`config.mk`:
```
export PLATFORM = sky130hd
export DESIGN_NAME = nmea_sentence_checker_unit
export DESIGN_NICKNAME = d
export VERILOG_FILES = /design/src/ncheck_pkg.sv /design/src/ncheck_parse.sv /design/src/ncheck_verdict.sv /design/src/nmea_sentence_checker_unit.sv
export SDC_FILE = /design/constraint.sdc
export NUM_CORES = 1
export LEC_CHECK = 0
export ABC_CLOCK_PERIOD_IN_PS = 4100
export BUFFER_PORTS_ARGS = -buffer_cell sky130_fd_sc_hd__clkbuf_2
export CAP_MARGIN = 30
export CELL_PAD_IN_SITES_DETAIL_PLACEMENT = 1
export CELL_PAD_IN_SITES_GLOBAL_PLACEMENT = 1
export CORE_MARGIN = 8
export CORE_UTILIZATION = 35
export CTS_CLUSTER_DIAMETER = 150
export DETAILED_ROUTE_END_ITERATION = 10
export HOLD_SLACK_MARGIN = 0.02
export PLACE_DENSITY_LB_ADDON = 0.1
export SETUP_SLACK_MARGIN = 0.3
export SLEW_MARGIN = 20
export SYNTH_ARGS = -nofsm -noshare
export SYNTH_HDL_FRONTEND = slang
export SYNTH_SLANG_ARGS = --single-unit
```
`constraint.sdc`:
```
create_clock -name clock -period 4.1 [get_ports clock]
set_clock_uncertainty 0.15 [all_clocks]
set_input_delay 0.205 -clock clock [delete_from_list [all_inputs] [get_ports clock]]
set_output_delay 0.205 -clock clock [all_outputs]
set_load 0.01 [all_outputs]
```
`src/ncheck_pkg.sv`:
```
// Package for the NMEA sentence checker: result codes, character and tag
// constants, the parser-to-verdict summary struct and the hex digit decoder.
// No dependencies.
package ncheck_pkg;

   typedef logic [2:0] kind_type;
   typedef logic [2:0] status_type;

   localparam kind_type KIND_NONE = 3'd0;
   localparam kind_type KIND_HDG  = 3'd1;
   localparam kind_type KIND_DBT  = 3'd2;
   localparam kind_type KIND_VLW  = 3'd3;
   localparam kind_type KIND_VTG  = 3'd4;

   localparam status_type STATUS_ACCEPTED  = 3'd0;
   localparam status_type STATUS_NO_DOLLAR = 3'd1;
   localparam status_type STATUS_MISMATCH  = 3'd2;
   localparam status_type STATUS_FEW_FIELDS = 3'd3;
   localparam status_type STATUS_UNKNOWN   = 3'd4;

   localparam logic [7:0] CHAR_DOLLAR = 8'h24;
   localparam logic [7:0] CHAR_STAR   = 8'h2A;
   localparam logic [7:0] CHAR_COMMA  = 8'h2C;

   localparam logic [23:0] TAG_HDG = 24'h484447;
   localparam logic [23:0] TAG_DBT = 24'h444254;
   localparam logic [23:0] TAG_VLW = 24'h564C57;
   localparam logic [23:0] TAG_VTG = 24'h565447;

   // bit 4 set marks a character that is not a hex digit
   localparam logic [4:0] HEX_INVALID = 5'h10;

   typedef struct packed {
      logic [7:0]  xor_sum;
      logic        dollar_ok;
      logic        hex_pair;
      logic [4:0]  hex_first;
      logic [4:0]  hex_second;
      logic        fields_ok;
      logic        addr_full;
      logic [23:0] addr_tail;
   } summary_type;

   function automatic logic [4:0] hex_value(input logic [7:0] c);
      logic [4:0] v;
      v = HEX_INVALID;
      if (c >= 8'h30 && c <= 8'h39) begin
         v = {1'b0, c[3:0]};
      end else if ((c >= 8'h41 && c <= 8'h46) || (c >= 8'h61 && c <= 8'h66)) begin
         v = {1'b0, c[3:0] + 4'd9};
      end
      return v;
   endfunction

endpackage

```
`src/ncheck_parse.sv`:
```
// Input register and per-byte parser state of the NMEA sentence checker.
// Produces the sentence summary on the final byte. Depends on ncheck_pkg.
module ncheck_parse import ncheck_pkg::*; (
   input  logic        clock,
   input  logic        reset,
   input  logic        req_tvalid,
   output logic        req_tready,
   input  logic [7:0]  req_tdata,   // [7:0] data_byte
   input  logic        req_tlast,   // end_of_sentence
   input  logic        out_free,
   output logic        sum_valid,
   output summary_type summary
);

   logic        in_valid_ff, in_valid_in;
   logic [7:0]  in_byte_ff;
   logic        in_last_ff;
   logic        advance;

   logic        first_byte_next_ff, first_byte_next_in;
   logic        dollar_ok_ff, dollar_ok_in;
   logic        in_address_ff, in_address_in;
   logic [1:0]  address_len_ff, address_len_in;
   logic [23:0] address_tail_ff, address_tail_in;
   logic [1:0]  separator_count_ff, separator_count_in;
   logic        field_nonempty_ff, field_nonempty_in;
   logic [7:0]  xor_sum_ff, xor_sum_in;
   logic        star_seen_ff, star_seen_in;
   logic [1:0]  hex_count_ff, hex_count_in;
   logic [4:0]  hex_first_ff, hex_first_in;
   logic [4:0]  hex_second_ff, hex_second_in;

   logic        sep;
   logic [2:0]  field_total;

   // a non-final byte never waits on the result side
   assign advance     = in_valid_ff && (!in_last_ff || out_free);
   assign req_tready  = !in_valid_ff || advance;
   assign in_valid_in = req_tready ? req_tvalid : in_valid_ff;
   assign sum_valid   = in_valid_ff && in_last_ff;

   always_ff @(posedge clock) begin
      if (reset) begin
         in_valid_ff <= 1'b0;
      end else begin
         in_valid_ff <= in_valid_in;
      end
   end

   always_ff @(posedge clock) begin
      if (req_tvalid && req_tready) begin
         in_byte_ff <= req_tdata;
         in_last_ff <= req_tlast;
      end
   end

   always_comb begin
      first_byte_next_in = first_byte_next_ff;
      dollar_ok_in       = dollar_ok_ff;
      in_address_in      = in_address_ff;
      address_len_in     = address_len_ff;
      address_tail_in    = address_tail_ff;
      separator_count_in = separator_count_ff;
      field_nonempty_in  = field_nonempty_ff;
      xor_sum_in         = xor_sum_ff;
      star_seen_in       = star_seen_ff;
      hex_count_in       = hex_count_ff;
      hex_first_in       = hex_first_ff;
      hex_second_in      = hex_second_ff;

      sep = (in_byte_ff == CHAR_COMMA) || (in_byte_ff == CHAR_STAR);

      if (first_byte_next_ff) begin
         dollar_ok_in       = (in_byte_ff == CHAR_DOLLAR);
         first_byte_next_in = 1'b0;
      end else begin
         if (!star_seen_ff) begin
            if (in_byte_ff == CHAR_STAR) begin
               star_seen_in = 1'b1;
            end else begin
               xor_sum_in = xor_sum_ff ^ in_byte_ff;
            end
         end else if (hex_count_ff != 2'd2) begin
            if (hex_count_ff == 2'd0) begin
               hex_first_in = hex_value(in_byte_ff);
            end else begin
               hex_second_in = hex_value(in_byte_ff);
            end
            hex_count_in = hex_count_ff + 2'd1;
         end
         if (!sep && in_address_ff) begin
            address_tail_in = {address_tail_ff[15:0], in_byte_ff};
            if (address_len_ff != 2'd3) begin
               address_len_in = address_len_ff + 2'd1;
            end
         end
      end

      if (sep) begin
         in_address_in     = 1'b0;
         field_nonempty_in = 1'b0;
         if (separator_count_ff != 2'd3) begin
            separator_count_in = separator_count_ff + 2'd1;
         end
      end else begin
         field_nonempty_in = 1'b1;
      end

      field_total = {1'b0, separator_count_in} + {2'b00, field_nonempty_in};

      summary.xor_sum    = xor_sum_in;
      summary.dollar_ok  = dollar_ok_in;
      summary.hex_pair   = (hex_count_in == 2'd2);
      summary.hex_first  = hex_first_in;
      summary.hex_second = hex_second_in;
      summary.fields_ok  = (field_total >= 3'd2);
      summary.addr_full  = (address_len_in == 2'd3);
      summary.addr_tail  = address_tail_in;
   end

   // the final byte returns every parser register to its idle value
   always_ff @(posedge clock) begin
      if (reset || (advance && in_last_ff)) begin
         first_byte_next_ff <= 1'b1;
         dollar_ok_ff       <= 1'b0;
         in_address_ff      <= 1'b1;
         address_len_ff     <= 2'd0;
         address_tail_ff    <= 24'd0;
         separator_count_ff <= 2'd0;
         field_nonempty_ff  <= 1'b0;
         xor_sum_ff         <= 8'd0;
         star_seen_ff       <= 1'b0;
         hex_count_ff       <= 2'd0;
         hex_first_ff       <= 5'd0;
         hex_second_ff      <= 5'd0;
      end else if (advance) begin
         first_byte_next_ff <= first_byte_next_in;
         dollar_ok_ff       <= dollar_ok_in;
         in_address_ff      <= in_address_in;
         address_len_ff     <= address_len_in;
         address_tail_ff    <= address_tail_in;
         separator_count_ff <= separator_count_in;
         field_nonempty_ff  <= field_nonempty_in;
         xor_sum_ff         <= xor_sum_in;
         star_seen_ff       <= star_seen_in;
         hex_count_ff       <= hex_count_in;
         hex_first_ff       <= hex_first_in;
         hex_second_ff      <= hex_second_in;
      end
   end

   a_clear_after_final: assert property (@(posedge clock) disable iff (reset)
      advance && in_last_ff |=> first_byte_next_ff && hex_count_ff == 2'd0
                                && !star_seen_ff && xor_sum_ff == 8'd0)
      else $error("parser state not cleared after final byte");

   a_hex_count_bound: assert property (@(posedge clock) disable iff (reset)
      hex_count_ff != 2'd3)
      else $error("hex digit count overran");

endmodule

```
`src/ncheck_verdict.sv`:
```
// Verdict logic and result register of the NMEA sentence checker: checksum
// compare, field count and type match. Depends on ncheck_pkg.
module ncheck_verdict import ncheck_pkg::*; (
   input  logic        clock,
   input  logic        reset,
   input  logic        sum_valid,
   input  summary_type summary,
   output logic        out_free,
   output logic        rsp_tvalid,
   input  logic        rsp_tready,
   output logic [15:0] rsp_tdata    // [2:0] sentence_kind, [5:3] status,
                                    // [13:6] computed_sum, [14] sum_checked
);

   logic       rsp_valid_ff, rsp_valid_in;
   kind_type   kind_ff, kind_in;
   status_type status_ff, status_in;
   logic [7:0] sum_ff, sum_in;
   logic       checked_ff, checked_in;

   logic [7:0] expect_sum;
   kind_type   tag_kind;

   assign out_free     = !rsp_valid_ff || rsp_tready;
   assign rsp_valid_in = out_free ? sum_valid : rsp_valid_ff;

   always_comb begin
      if (summary.hex_second[4]) begin
         expect_sum = {4'b0000, summary.hex_first[3:0]};
      end else begin
         expect_sum = {summary.hex_first[3:0], summary.hex_second[3:0]};
      end

      tag_kind = KIND_NONE;
      if (summary.addr_full) begin
         priority if (summary.addr_tail == TAG_HDG) begin
            tag_kind = KIND_HDG;
         end else if (summary.addr_tail == TAG_DBT) begin
            tag_kind = KIND_DBT;
         end else if (summary.addr_tail == TAG_VLW) begin
            tag_kind = KIND_VLW;
         end else if (summary.addr_tail == TAG_VTG) begin
            tag_kind = KIND_VTG;
         end else begin
            tag_kind = KIND_NONE;
         end
      end

      kind_in    = KIND_NONE;
      sum_in     = 8'd0;
      checked_in = 1'b0;
      if (!summary.dollar_ok) begin
         status_in = STATUS_NO_DOLLAR;
      end else begin
         sum_in     = summary.xor_sum;
         checked_in = summary.hex_pair && !summary.hex_first[4];
         priority if (checked_in && (expect_sum != summary.xor_sum)) begin
            status_in = STATUS_MISMATCH;
         end else if (!summary.fields_ok) begin
            status_in = STATUS_FEW_FIELDS;
         end else if (tag_kind == KIND_NONE) begin
            status_in = STATUS_UNKNOWN;
         end else begin
            status_in = STATUS_ACCEPTED;
            kind_in   = tag_kind;
         end
      end
   end

   always_ff @(posedge clock) begin
      if (reset) begin
         rsp_valid_ff <= 1'b0;
      end else begin
         rsp_valid_ff <= rsp_valid_in;
      end
   end

   always_ff @(posedge clock) begin
      if (sum_valid && out_free) begin
         kind_ff    <= kind_in;
         status_ff  <= status_in;
         sum_ff     <= sum_in;
         checked_ff <= checked_in;
      end
   end

   assign rsp_tvalid = rsp_valid_ff;
   assign rsp_tdata  = {1'b0, checked_ff, sum_ff, status_ff, kind_ff};

   a_kind_only_when_accepted: assert property (@(posedge clock) disable iff (reset)
      rsp_valid_ff && kind_ff != KIND_NONE |-> status_ff == STATUS_ACCEPTED)
      else $error("sentence kind set on a rejected sentence");

   a_no_dollar_clean: assert property (@(posedge clock) disable iff (reset)
      rsp_valid_ff && status_ff == STATUS_NO_DOLLAR |-> sum_ff == 8'd0 && !checked_ff)
      else $error("sum reported for sentence without leading dollar");

   a_mismatch_checked: assert property (@(posedge clock) disable iff (reset)
      rsp_valid_ff && status_ff == STATUS_MISMATCH |-> checked_ff)
      else $error("checksum mismatch without a parsed checksum");

endmodule

```
`src/nmea_sentence_checker_unit.sv`:
```
// Top level of the NMEA 0183 sentence checker.
// Instantiates ncheck_parse and ncheck_verdict; depends on ncheck_pkg.
//
//   channel | direction | tdata                                  | tlast
//   req     | in        | [7:0] data_byte                        | end_of_sentence
//   rsp     | out       | [2:0] kind [5:3] status [13:6] sum     | none
//           |           | [14] sum_checked                       |
//
// One byte per cycle while no final byte waits; a byte passes the input register,
// and the result register takes a sentence's result as its final byte leaves.
// Only the final byte of a sentence waits on rsp_tready; other bytes never stall.
// Reset (synchronous, active high) empties both registers and clears the parser.
// A stalled result holds while the next sentence's bytes keep flowing in.
module nmea_sentence_checker_unit import ncheck_pkg::*; (
   input  logic        clock,
   input  logic        reset,
   input  logic        req_tvalid,
   output logic        req_tready,
   input  logic [7:0]  req_tdata,   // [7:0] data_byte
   input  logic        req_tlast,   // end_of_sentence
   output logic        rsp_tvalid,
   input  logic        rsp_tready,
   output logic [15:0] rsp_tdata    // [2:0] sentence_kind, [5:3] status,
                                    // [13:6] computed_sum, [14] sum_checked
);

   logic        out_free;
   logic        sum_valid;
   summary_type summary;

   ncheck_parse u_parse (
      .clock      (clock),
      .reset      (reset),
      .req_tvalid (req_tvalid),
      .req_tready (req_tready),
      .req_tdata  (req_tdata),
      .req_tlast  (req_tlast),
      .out_free   (out_free),
      .sum_valid  (sum_valid),
      .summary    (summary)
   );

   ncheck_verdict u_verdict (
      .clock      (clock),
      .reset      (reset),
      .sum_valid  (sum_valid),
      .summary    (summary),
      .out_free   (out_free),
      .rsp_tvalid (rsp_tvalid),
      .rsp_tready (rsp_tready),
      .rsp_tdata  (rsp_tdata)
   );

endmodule

```
* Yosys cells after proc, flatten, opt, wreduce, memory -nomap -nowiden *
Cells that the tools add are included.

cells by class
  add/subtract/negate cells = 5
  order comparisons = 7
  equal/unequal tests = 13
  mux-type cells = 36
  bitwise logic cells = 4
  reduce and logical (&&, ||, !) cells = 28

operators with widths
  kind                    count
  $eq A24 B23 Y1 const B  4
  $mux W5                 10
  $mux W24                2
  $mux W8                 4
  $eq A8 B6 Y1 const B    3
  $mux W2                 10
  $mux W3                 6
  $ge A8 B7 Y1 const B    2
  $le A8 B7 Y1 const B    2
  $logic_and A1 B1 Y1     11
  $ge A8 B6 Y1 const B    1
  $le A8 B6 Y1 const B    1
  $ne A8 B8 Y1            1
  $xor A8 B8 Y8           1
  $add A2 B1 Y2 const B   3
  $logic_or A1 B1 Y1      6
  $ne A2 B2 Y1 const B    3
  $logic_not A1 Y1        5
  $add A4 B4 Y4 const B   1
  $eq A2 B2 Y1 const B    2
  $mux W1                 4
  $reduce_and A2 Y1       2
  $reduce_or A4 Y1        1
  $add A2 B1 Y3           1
  5 further kinds         7

storage, ports and cells
  register bits after elaboration = 78
  bits of input ports = 13
  output and inout bits = 18
  logic and storage cells = 113

* Longest topological paths before layout *
  depth after elaboration = 16
  depth in mapped cells = 12
  gate-level depth less buffers = 10

* Modules after synthesis *
A second synthesis with hierarchy kept.

unflattened totals
  cell total of the unflattened synthesis = 437
  area total of the unflattened synthesis = 4332.9 um^2

modules (own cells, without submodules)
  module          instances  cells an instance  area each (um^2)  sequential area each (um^2)
  ncheck_parse    1          342                3308.2            1331.3
  ncheck_verdict  1          95                 1024.7            470.5

* Worst setup path before layout *
Ideal clock, no wire load.

  path kind = register to register
  start = register u_parse.in_byte_ff[0]
  end = register u_verdict.status_ff[2], data pin
  arrival time = 2743 ps
  required time = 3684 ps
  slack = 941 ps
  cell stages (with the launch flop) = 12
  path buffers = 1
  clock period less this slack = 3159 ps
  cell sequence = edfxtp_1 inv_1 ha_1 mux2_2 a311oi_1 clkbuf_1 nand3_1 o21ai_0 nand2_1 or3_1 nand2_1 nor3_1

on the way
  word-level cells in the longest chain between the ends = 14
  elaborated cells between the ends (all ways) = 60

RTL lines
  item                                                                   RTL line              text
  start, declared                                                        ncheck_parse.sv:16    logic [7:0] in_byte_ff;
  start signal, assigned                                                 ncheck_parse.sv:52    in_byte_ff <= req_tdata;
  parallel branches: the longest is 14 deep, another holds $ge A8 B7 Y1  n/a
  end signal, assigned                                                   ncheck_verdict.sv:81  status_ff <= status_in;
  end, declared                                                          ncheck_verdict.sv:17  status_type status_ff, status_in;

Several ways; the timed one is not identified.
A chain may end at the register's enable or synchronous reset.

* Worst setup path after layout *
Ends and elaborated chain as after synthesis.

==> out/metrics.cfg <==
[outcome]
status = completed

[detailed_routing]
drt-wirelength-per-cell_um = 17.8
ant_nets = 0
vias_per_cell = 5.50
vias = 3751
totalWireLength_um = 12200
drtIter0Drc = 174
drc = 0
dr.pass1.iters = 4

[grt]
grt_pass1_vias = 3898
grt_max_degree = 34
gr-total-overflow = 0
track_usage = 0.157
grt_pass1_wl_um = 20300
antenna_found_initial = 0

[timing]
min_period_ns = 3.68
setup_violations = 0
relSlewSlack = 0.394
period_share = 0.898
hold_viol_final = 0
tns_ns = 0
drv_slew = 0
rsz0062_at_grt = no
tightest_slew_ns = 0.909
max_freq_mhz = 271

[die]
ios = 31
start_util = 0.356
dieArea_mm2 = 0.0160
fp-row-count = 40
die_w_um = 126
core_mm2 = 0.0120
die_h_um = 126

[synthesis]
synthTopCellsByArea = dfxtp_1 25%, edfxtp_1 17%, nand2_1 7.3%
synth_area_mm2 = 0.00426
syn_inst = 494
synth_nets = 515
async_reset_ff_frac = 0
ys_ff_latch = 78
synth_top_area_frac = 0.254
synth.distinct_cells = 65
synth_edf_count = 24
synth.avg_cell_area_um2 = 8.63
synth_ff_type = dfxtp_1
synth-seq-area-share = 0.423
synth.largest_area_cell = dfxtp_1
yosysWarnings = 0

[clock_tree]
clkTransAtPathRegs_ns = 0.06
cts_tree = yes
clock_latency_ns = 0.34
post-cts-setup-buffers = 0
root_buffer = clkbuf_16
clk_path_buf_depth = 2
ctsHtreeMaxLevel = 3
clkSinkCount = 78
cts_buffers = 9

[run]
drv_cap = 0

[setup_path]
cpPeakStageDelay_ns = 0.60
crit_arrival_ns = 3.61
cp.required_ns = 4.03
cp_slowest_cell = edfxtp_1
cp_cell_sequence = inv_1 -> ha_1 -> o21bai_1 -> a21oi_1 -> a32o_1 -> mux2_2 -> nor4_1 -> a2111oi_4 -> a41oi_4 -> nor3_1
crit_path_start_kind = flop
criticalPathCategory = flop to flop
cp_max_fo = 10
crit_path_end_kind = flop
cp_num_buf_inv = 1
crit_family = compound AO/OA/AOI/OAI gates

[final_layout]
fin_nets = 551
antenna_cells = 0
multi_input_area_mm2 = 0.00231
regArea_mm2 = 0.00180
area_growth_pct = 16.1
drive_gt1_frac = 0.140
nFillCells = 1408

[placement]
hpwl_um = 8810
gp_congestion = 0.780
numPortBuffers = 29

[pwr]
p_leak_uw = 0.00166
fin_total_pwr_uw = 1710
p_per_area_mw_per_mm2 = 345
peakVddDrop_uv = 179

[worst_hold_path]
hold_path.class = input port to flop

## cell usage after synthesis (5+ instances only)
library cell,count
nand2_1,83
dfxtp_1,54
nor2_1,54
a21oi_1,49
edfxtp_1,24
clkbuf_1,20
nor3_1,16
nand3_1,13
xor2_1,10
inv_1,9
nor2b_1,9
nor3b_1,9
a211oi_1,8
ha_1,8
a31oi_1,7
nand2b_1,7
nor4b_1,7
o21ai_0,7
or3_1,7
and3_1,6
xnor2_1,6
and2_1,5
## routing by layer
| layer | part of all wire | global-route usage | up-vias |
|---|---|---|---|
| met5 | 0 | 0 | - |
| li1 | - | - | 1835 |
| met4 | 0.019 | 0.0708 | 0 |
| met2 | 0.44 | 0.247 | 61 |
| met1 | 0.50 | 0.204 | 1836 |
| met3 | 0.037 | 0.0331 | 19 |
## placed cells by master (no fill, tap or decap), types with 6 or more instances in the layout
cell type | synthesis | final
buf_4 | 2 | 9
inv_1 | 9 | 9
clkbuf_2 | 0 | 31
nand2b_1 | 7 | 7
and3_1 | 6 | 6
nor2_1 | 54 | 53
a211oi_1 | 8 | 8
nand2_1 | 83 | 83
or3_1 | 7 | 7
a31oi_1 | 7 | 7
clkbuf_16 | 0 | 9
nor3b_1 | 9 | 9
nor2b_1 | 9 | 9
dlygate4sd3_1 | 0 | 11
dfxtp_1 | 54 | 54
xnor2_1 | 6 | 6
nor3_1 | 16 | 16
nor4b_1 | 7 | 7
ha_1 | 8 | 8
nand3_1 | 13 | 13
o21ai_0 | 7 | 7
a21oi_1 | 49 | 49
edfxtp_1 | 24 | 24
xor2_1 | 10 | 10
## power breakdown
group          switching [µW]  total, µW  internal [µW]  leakage (µW)
clock                     320        725            405      0.000134
combinational            90.5        150           59.2      0.000866
sequential               24.9        835            810      0.000664
## path summary, 6_finish.rpt
check,slack [ns],end,from,cells past startpoint
max,0.42,u_verdict.status_ff[2],u_parse.in_byte_ff[0],10
min,0.08,u_verdict.rsp_tvalid,rsp_tready,4
max reg2reg,0.42,u_verdict.status_ff[2],u_parse.in_byte_ff[0],10
min reg2reg,0.30,u_parse.address_tail_ff[22],u_parse.address_tail_ff[22],2
## per-stage QoR
step | area [µm²] | util | hold WS (ns) | worst slack (ns) | std cells
global route | 4950 | 0.414 | 0.110 | 0.324 | 682
detailed placement | 4560 | 0.381 | 0.235 | 0.446 | 653
CTS | 4930 | 0.412 | 0.0649 | 0.418 | 680
global placement | 4540 | 0.379 | 0.233 | 0.640 | 652
floorplan | 4260 | - | 0.124 | 0.941 | 494
finish | 4950 | 0.414 | 0.0809 | 0.417 | 682
## repair_timing
| action | CTS | global route |
|---|---|---|
| setup endpoints to repair | 0 | 6 |
| endpoints found under the hold margin | 11 | 0 |
| resized for setup | 0 | 2 |
| hold buffers | 11 | 0 |
## flip-flops by register name (all words and copies together) (netlist names), named ones only
signal,cells
u_verdict.status_ff,3
u_parse.in_last_ff,1
u_verdict.rsp_tvalid,1
u_parse.in_address_ff,1
u_parse.hex_second_ff,5
u_parse.in_valid_ff,1
u_verdict.kind_ff,3
u_parse.first_byte_next_ff,1
u_parse.dollar_ok_ff,1
u_verdict.sum_ff,8
u_parse.hex_first_ff,5
u_parse.address_tail_ff,24
u_parse.hex_count_ff,2
u_parse.star_seen_ff,1
u_parse.address_len_ff,2
u_verdict.checked_ff,1
u_parse.xor_sum_ff,8
u_parse.in_byte_ff,8
## worst min-delay path: stages
cell      delay [ns]
clkbuf_2        0.08
nor2b_1         0.07
a21oi_1         0.12
nor2_1          0.05
## layout make-up
| type | instances | share of cell area |
|---|---|---|
| multi-input combinational | 380 | 0.467 |
| sequential | 78 | 0.364 |
| timing repair buffer | 52 | 0.0713 |
| clock buffer | 9 | 0.0455 |
| tap | 147 | 0.0371 |
| clock inverter | 7 | 0.00809 |
| inverter | 9 | 0.00682 |
## cells by family (layout without fill, tap and decap cells)
logic type	Yosys count	count (layout)	synth area share
AOI/OAI and AO/OA	109	109	0.182
xor gates and xnor gates	17	17	0.0393
adders and majority gates	8	8	0.0235
buffers and inverters	36	77	0.0364
DFF	78	78	0.423
muxes	5	5	0.0129
other	1	1	0.000880
and+or+nand+nor	240	240	0.282
Power figures use the tool's default switching activity.
